--- config.mk ---
export PLATFORM = sky130hd
export DESIGN_NAME = exhaustive_max_cut
export DESIGN_NICKNAME = d
export VERILOG_FILES = /design/src/rtl/core/emc_pkg.sv /design/src/rtl/core/exhaustive_max_cut.sv /design/src/rtl/core/emc_adj_mem.sv /design/src/rtl/core/emc_cut_unit.sv
export SDC_FILE = /design/constraint.sdc
export NUM_CORES = 1
export LEC_CHECK = 0
export ABC_AREA = 1
export BUFFER_PORTS_ARGS = -buffer_cell sky130_fd_sc_hd__buf_2
export CORE_MARGIN = 2
export CORE_UTILIZATION = 48
export DETAILED_ROUTE_END_ITERATION = 10
export PLACE_DENSITY = 0.75
export SLEW_MARGIN = 20
export SYNTH_ARGS = -nofsm -noshare
export SYNTH_HDL_FRONTEND = slang
export SYNTH_HIERARCHICAL = 1
export SYNTH_SLANG_ARGS = --single-unit
--- constraint.sdc ---
create_clock -name clk -period 8.2 [get_ports clk]
set_input_delay 0.41 -clock clk [delete_from_list [all_inputs] [get_ports clk]]
set_output_delay 0.41 -clock clk [all_outputs]
set_load 0.01 [all_outputs]
--- src/rtl/core/emc_pkg.sv ---
// ----------------------------------------------------------------------------
// emc_pkg
// Shared types and fixed constants of the exhaustive maximum cut block.
// ----------------------------------------------------------------------------
package emc_pkg;

	// fixed field widths of the item and result ports
	localparam int IDX_W = 5;
	localparam int ROW_W = 20;
	localparam int OUT_W = 8;
	localparam int VCNT_W = 5;

	// vertex count after reset
	localparam logic [VCNT_W-1:0] VCNT_RESET = 5'd20;

	// control travelling with each row read of the search
	typedef struct packed {
		logic start;     // clear accumulator and best count
		logic valid;     // a row read lands this cycle
		logic row_end;   // last row of the current mask
		logic mask_end;  // last mask of the search
	} emc_ctl_t;

endpackage

--- src/rtl/core/exhaustive_max_cut.sv ---
// ----------------------------------------------------------------------------
// exhaustive_max_cut
// Loads adjacency rows, then searches every vertex subset for the largest cut.
// ----------------------------------------------------------------------------
// a row item with row_last low is taken and leaves the block ready.
// a row item with row_last high holds the block for the whole search,
// one row of one mask per cycle through the shared crossing-edge unit.
// the result sits in an output register; rows may load while it waits, and a
// later search holds the block until that register is free.
// reset: arst_n clears control and sets the vertex count to 20; rows are kept.
module exhaustive_max_cut #(
	parameter int MAX_VERTICES = 20
) (
	input  logic                         clk,
	input  logic                         arst_n,
	input  logic                         in_valid,
	output logic                         in_stall,
	input  logic [emc_pkg::IDX_W-1:0]    row_index,
	input  logic [emc_pkg::ROW_W-1:0]    row_bits,
	input  logic                         row_last,
	output logic                         out_valid,
	input  logic                         out_stall,
	output logic [emc_pkg::OUT_W-1:0]    max_cut,
	input  logic                         cfg_valid,
	output logic                         cfg_ready,
	input  logic [emc_pkg::VCNT_W-1:0]   cfg_data
);

	localparam int VW = MAX_VERTICES;
	localparam int AW = (MAX_VERTICES > 1) ? $clog2(MAX_VERTICES) : 1;
	localparam int NW = $clog2(MAX_VERTICES + 1);
	localparam int CW = $clog2(MAX_VERTICES * MAX_VERTICES + 1);

	typedef enum logic [3:0] {
		ST_IDLE  = 4'b0001,
		ST_RUN   = 4'b0010,
		ST_DRAIN = 4'b0100,
		ST_DONE  = 4'b1000
	} state_t;

	state_t                      state_q;
	logic [emc_pkg::VCNT_W-1:0]  vcount_q;
	logic [NW-1:0]               nsat;
	logic [VW-1:0]               used_d;
	logic [VW-1:0]               used_q;
	logic [AW-1:0]               last_row_q;
	logic [AW-1:0]               row_q;
	logic [VW-1:0]               mask_q;
	logic                        accept;
	logic                        start;
	logic                        issue;
	logic                        row_end;
	logic                        mask_end;
	emc_pkg::emc_ctl_t           ctl_s1;
	logic [AW-1:0]               row_s1;
	logic [VW-1:0]               mask_s1;
	logic                        mbit_s1;
	logic [emc_pkg::ROW_W-1:0]   rd_data;
	logic [CW-1:0]               best;
	logic                        done;
	logic                        out_load;
	logic                        out_valid_q;
	logic [emc_pkg::OUT_W-1:0]   max_cut_q;
	logic [CW-1:0]               half;

	assign cfg_ready = 1'b1;
	assign in_stall = (state_q != ST_IDLE);
	assign accept = in_valid && !in_stall;
	assign start = accept && row_last;

	// vertex count register
	always_ff @(posedge clk or negedge arst_n) begin
		if (!arst_n) begin
			vcount_q <= emc_pkg::VCNT_RESET;
		end else if (cfg_valid && cfg_ready) begin
			vcount_q <= cfg_data;
		end
	end

	// saturated vertex count and the mask of vertices in use
	always_comb begin
		if (32'(vcount_q) > MAX_VERTICES) begin
			nsat = NW'(MAX_VERTICES);
		end else begin
			nsat = NW'(vcount_q);
		end
		for (int k = 0; k < VW; k++) begin
			used_d[k] = (32'(k) < 32'(nsat));
		end
	end

	// row store
	emc_adj_mem #(
		.DEPTH (MAX_VERTICES),
		.AW    (AW)
	) u_mem (
		.clk     (clk),
		.wr_en   (accept && (32'(row_index) < MAX_VERTICES)),
		.wr_addr (AW'(row_index)),
		.wr_data (row_bits),
		.rd_addr (row_q),
		.rd_data (rd_data)
	);

	assign issue = (state_q == ST_RUN);
	assign row_end = (row_q == last_row_q);
	assign mask_end = (mask_q == used_q);

	// search sequencer
	always_ff @(posedge clk or negedge arst_n) begin
		if (!arst_n) begin
			state_q <= ST_IDLE;
			used_q <= '0;
			last_row_q <= '0;
			row_q <= '0;
			mask_q <= '0;
		end else begin
			unique case (state_q)
				ST_IDLE: begin
					if (start) begin
						used_q <= used_d;
						last_row_q <= (nsat == '0) ? '0 : AW'(nsat - 1'b1);
						row_q <= '0;
						mask_q <= '0;
						state_q <= ST_RUN;
					end
				end
				ST_RUN: begin
					if (row_end) begin
						row_q <= '0;
						if (mask_end) begin
							state_q <= ST_DRAIN;
						end else begin
							mask_q <= mask_q + 1'b1;
						end
					end else begin
						row_q <= row_q + 1'b1;
					end
				end
				ST_DRAIN: begin
					if (done) begin
						state_q <= ST_DONE;
					end
				end
				ST_DONE: begin
					if (out_load) begin
						state_q <= ST_IDLE;
					end
				end
				default: begin
					state_q <= ST_IDLE;
				end
			endcase
		end
	end

	// control aligned with the registered row read
	always_ff @(posedge clk or negedge arst_n) begin
		if (!arst_n) begin
			ctl_s1 <= '0;
		end else begin
			ctl_s1.start <= start;
			ctl_s1.valid <= issue;
			ctl_s1.row_end <= issue && row_end;
			ctl_s1.mask_end <= issue && mask_end;
		end
	end

	always_ff @(posedge clk) begin
		row_s1 <= row_q;
		mask_s1 <= mask_q;
		mbit_s1 <= mask_q[row_q];
	end

	emc_cut_unit #(
		.VW (VW),
		.AW (AW),
		.CW (CW)
	) u_cut (
		.clk     (clk),
		.arst_n  (arst_n),
		.ctl     (ctl_s1),
		.rd_data (rd_data),
		.row_idx (row_s1),
		.mask    (mask_s1),
		.mbit    (mbit_s1),
		.used    (used_q),
		.best    (best),
		.done    (done)
	);

	// result register, loaded once the slot is free
	assign out_load = (state_q == ST_DONE) && (!out_valid_q || !out_stall);
	assign half = best >> 1;

	always_ff @(posedge clk or negedge arst_n) begin
		if (!arst_n) begin
			out_valid_q <= 1'b0;
		end else if (out_load) begin
			out_valid_q <= 1'b1;
		end else if (!out_stall) begin
			out_valid_q <= 1'b0;
		end
	end

	always_ff @(posedge clk) begin
		if (out_load) begin
			max_cut_q <= emc_pkg::OUT_W'(half);
		end
	end

	assign out_valid = out_valid_q;
	assign max_cut = max_cut_q;

endmodule

--- src/rtl/core/emc_adj_mem.sv ---
// ----------------------------------------------------------------------------
// emc_adj_mem
// Adjacency row store: one write port, one registered read port.
// ----------------------------------------------------------------------------
module emc_adj_mem #(
	parameter int DEPTH = 20,
	parameter int AW = 5
) (
	input  logic                       clk,
	input  logic                       wr_en,
	input  logic [AW-1:0]              wr_addr,
	input  logic [emc_pkg::ROW_W-1:0]  wr_data,
	input  logic [AW-1:0]              rd_addr,
	output logic [emc_pkg::ROW_W-1:0]  rd_data
);

	logic [emc_pkg::ROW_W-1:0] mem_q [DEPTH];

	// write port
	always_ff @(posedge clk) begin
		if (wr_en) begin
			mem_q[wr_addr] <= wr_data;
		end
	end

	// registered read port
	always_ff @(posedge clk) begin
		rd_data <= mem_q[rd_addr];
	end

endmodule

--- src/rtl/core/emc_cut_unit.sv ---
// ----------------------------------------------------------------------------
// emc_cut_unit
// Shared crossing-edge unit: counts one row's crossing edges per cycle,
// accumulates them over a mask and keeps the best mask total.
// ----------------------------------------------------------------------------
module emc_cut_unit #(
	parameter int VW = 20,
	parameter int AW = 5,
	parameter int CW = 9
) (
	input  logic                       clk,
	input  logic                       arst_n,
	input  emc_pkg::emc_ctl_t          ctl,
	input  logic [emc_pkg::ROW_W-1:0]  rd_data,
	input  logic [AW-1:0]              row_idx,
	input  logic [VW-1:0]              mask,
	input  logic                       mbit,
	input  logic [VW-1:0]              used,
	output logic [CW-1:0]              best,
	output logic                       done
);

	localparam int PW = $clog2(VW + 1);

	logic [VW-1:0] row_v;
	logic [VW-1:0] eff;
	logic [PW-1:0] pop;
	logic [CW-1:0] sum;
	logic [CW-1:0] acc_q;
	logic [CW-1:0] best_q;
	logic          done_q;

	// edges of this row whose far end lies on the other side
	always_comb begin
		row_v = VW'(rd_data);
		eff = row_v & used & ~(VW'(1) << row_idx) & (mbit ? ~mask : mask);
		pop = '0;
		for (int k = 0; k < VW; k++) begin
			pop = pop + PW'(eff[k]);
		end
		sum = acc_q + CW'(pop);
	end

	// accumulate over the mask, keep the largest total
	always_ff @(posedge clk or negedge arst_n) begin
		if (!arst_n) begin
			acc_q <= '0;
			best_q <= '0;
			done_q <= 1'b0;
		end else if (ctl.start) begin
			acc_q <= '0;
			best_q <= '0;
			done_q <= 1'b0;
		end else if (ctl.valid) begin
			if (ctl.row_end) begin
				acc_q <= '0;
				if (sum > best_q) begin
					best_q <= sum;
				end
				done_q <= ctl.mask_end;
			end else begin
				acc_q <= sum;
				done_q <= 1'b0;
			end
		end else begin
			done_q <= 1'b0;
		end
	end

	assign best = best_q;
	assign done = done_q;

endmodule

==> metrics.md <==
| Metric | Value |
|---|---|
| Total congestion overflow | 0 |
| Critical path type | reg2reg |
| Core Rows | 81 |
| # port buffers | 45 |
| Die W | 226 um |
| Inserted Clock Buffers | 52 |
| Gpl congestion | 0.938 |
| # resized after CTS | 0 |
| Post-Route WL | 56,100 um |
| Detailed Place HPWL | 34,000 um |
| Post-synthesis instance area | 23,700 um2 |
| Layout fillers | 4,131 |
| Endpoints failing setup | 0 |
| Static Leak | 10.4 nW |
| Max_cap viols | 0 |
| Worst min path class | in2reg |
| Vias in the first global route | 16,096 |
| Syn-to-layout area delta | 10.3% |
| Clock Skew | 71.1 ps |
| Core box area | 48,800 um2 |
| Register bit count reported by yosys | 537 |
| Die Area | 51,200 um2 |
| Final slew viol count | 0 |
| Placed inst area | 24,400 um2 |
| Largest net degree at the start of global routing | 89 |
| Synth Instances | 2,298 |
| DR vias/cell | 5.50 |
| Arrival @ worst endpoint | 7760 ps |
| Post-synth cell types | 51 |
| FMAX | 137 MHz |
| Post-DRT Antenna Nets | 0 |
| H-tree level count | 2 |
| Commonest non-fill, non-tap cell in the layout | nand2_1 |
| IO Pins | 47 |
| Post-synth ARST share | 15.5% |
| Power Total | 8.39 mW |
| Fin nets | 2,394 |
| Multi-input gate area | 7300 um2 |
| Commonest non-fill, non-tap cells in the layout | nand2_1 (751), edfxtp_1 (408), nand3_1 (333) |
| Crit. End Element | register |
| Proportion of layout cells with a drive suffix above 1 | 9.12% |
| Layout Cells excl Fill | 3,022 |
| EDFF count, synth | 408 |
| Crit-path max cell delay | 840 ps |
| Worst-Skew Late Latency | 640 ps |
| Crit. path cell count | 30 |
| CTS tree | done |
| Synth area leaders | edfxtp_1 (52%), nand2_1 (12%), dfrtp_1 (8.4%), nand3_1 (7.0%), dfxtp_1 (3.9%) |
| Power density cells | 321 nW/um2 |
| CP required | 8670 ps |
| Status | finished clean |
| Yosys warning count | 6 |
| Slew headroom | 37.1% |
| First-pass detailed-route iteration total | 6 |
| Die height | 226 um |
| CTS sink cnt | 537 |
| Wirelength per Cell | 18.6 um |
| Gr usage total | 22.3% |
| Final Instance Area | 26,200 um2 |
| Crit path launch type | register |
| Sequential cell area | 15,300 um2 |
| RSZ-0062 raised after global routing | no |
| Root Buffer | clkbuf_16 |
| Clock-pin slew on the worst setup and hold paths | 70 ps |
| Slew @ Worst Pin | 944 ps |
| DR vias | 16,612 |
| Largest area contributor in the netlist | edfxtp_1 |
| Antenna Cells | 0 |
| WHS Path Cells | 3 |
| Crit-path most repeated cell | fa_1 |
| Hold Fails Final Rpt | 0 |
| Initial core utilization | 48.6% |
| Clk buf depth | 3 |
| Fin Setup TNS | 0 ps |
| Drt drc | 0 |
| CP max FO | 27 |
| Syn nets | 2,376 |
| Final period util | 88.9% |
| CP top delay family | adder cells |
| Mapped Avg Cell Area | 10.3 um2 |
| Post-placement cell count | 2,924 |
| Min cycle time layout | 7290 ps |
| Worst R2R Path Depth | 30 |
| Worst path bufs/invs | 4 |
| Final Util | 53.6% |
| Post-synth top area share | 51.6% |
| First-pass GRT wire length | 88,100 um |
| Postcts setup bufs | 0 |
| Initial DRC count | 1,656 |
| Initial antenna violation count | 1 |
| VDD IR max | 0.000262 V |
| Ys flop type | edfxtp_1 |
| Sequential area share after synthesis | 64.3% |
| Slowest-stage cell, CP | dfxtp_1 |
-- kinds of logic (layout without fill, tap and decap cells) --
logic type,count (synthesis),in the layout,share of synthesized area (%)
multiplexers,2,2,0.0949
buffers and inverters,249,309,5.16
adder cells (fa/ha/maj),42,42,2.66
flip-flops,537,537,64.3
XOR/XNOR,34,34,1.26
AND/OR/NAND/NOR,1273,1273,22.7
AO/OA/AOI/OAI,160,160,3.84
other,1,1,0.0158
-- synth_stat cells (2+ instances only) --
cell type / instances
ha_1: 28
buf_2: 31
dfxtp_1: 46
nor2_2: 6
o211ai_1: 2
dfstp_2: 3
inv_1: 122
o22ai_1: 29
dfrtp_1: 80
fa_1: 14
inv_2: 9
o21ai_1: 4
a211oi_1: 7
nand3_2: 3
buf_6: 25
nand4_1: 15
xnor2_1: 13
mux2_2: 2
nand2_4: 2
a21o_1: 2
nor3_4: 2
a21oi_1: 25
buf_4: 13
nor2_1: 134
a22o_1: 3
nor3_1: 12
edfxtp_1: 408
nand2_2: 5
nor2_4: 2
nand3_1: 333
o221ai_1: 2
clkinv_1: 2
clkbuf_1: 37
nand2_1: 751
buf_1: 8
nor3b_1: 3
xor2_1: 21
a31oi_1: 2
o21ai_0: 80
-- per-layer routing --
metal,track usage [%],vias to the layer above,share of wire (%)
li1,-,7794,-
met1,30.1,8036,41
met2,35.6,670,47
met5,0,-,0
met3,4.33,112,8.1
met4,9.32,0,3.3
-- tightest hold or removal path: cells and delay by family --
family          cells  cell delay (ps)
compound gates      1               60
buf+inv             1               80
simple gates        1               40
-- power by group --
part	internal, mW	switching (mW)	total [mW]
registers	3.12	0.256	3.38
clock network	1.42	1.04	2.46
logic	0.777	1.77	2.55
total	5.32	3.07	8.39
-- registers in the layout (all words and copies together) (netlist names), 8 cells and up --
register       flops
mask_q            20
mask_s1           20
max_cut            8
u_cut/acc_q        9
u_cut/best         9
u_mem/mem_q      400
u_mem/rd_data     20
used_q            20
-- cell type report --
cell class,instances,area share (%)
flip-flops and latches,537,58.3
multi-input cells,1512,27.9
clock buffers,65,5.40
well taps,664,3.18
inverters,134,1.94
repair buffers,79,1.86
clock inverters,31,1.40
-- what timing repair did --
item	4_1_cts	5_1_grt
hold buffers	2	0
endpoints found under the hold margin	16	0
setup endpoints to repair	0	0
-- final timing paths --
kind,endpoint,from,slack (ps)
min reg2reg,out_valid$_DFFE_PN0P_,out_valid$_DFFE_PN0P_,490
min,vcount_q[3]$_DFFE_PN0P_,cfg_data[3],20
max reg2reg,u_cut/best[7]$_DFFE_PN0P_,mbit_s1$_DFF_P_,910
max in group asynchronous,row_q[0]$_DFFE_PN0P_,arst_n,6760
max,u_cut/best[7]$_DFFE_PN0P_,mbit_s1$_DFF_P_,910
min in group asynchronous,u_cut/best[3]$_DFFE_PN0P_,arst_n,220
-- metrics by stage --
step	setup WS (ps)	hold slack (ps)
after detailed placement	978	281
after floorplan	1790	114
final	907	23.4
after global placement	1150	281
after CTS	902	3.37
after global routing	439	20.9
Note: power is estimated with default switching activity, not from simulation.
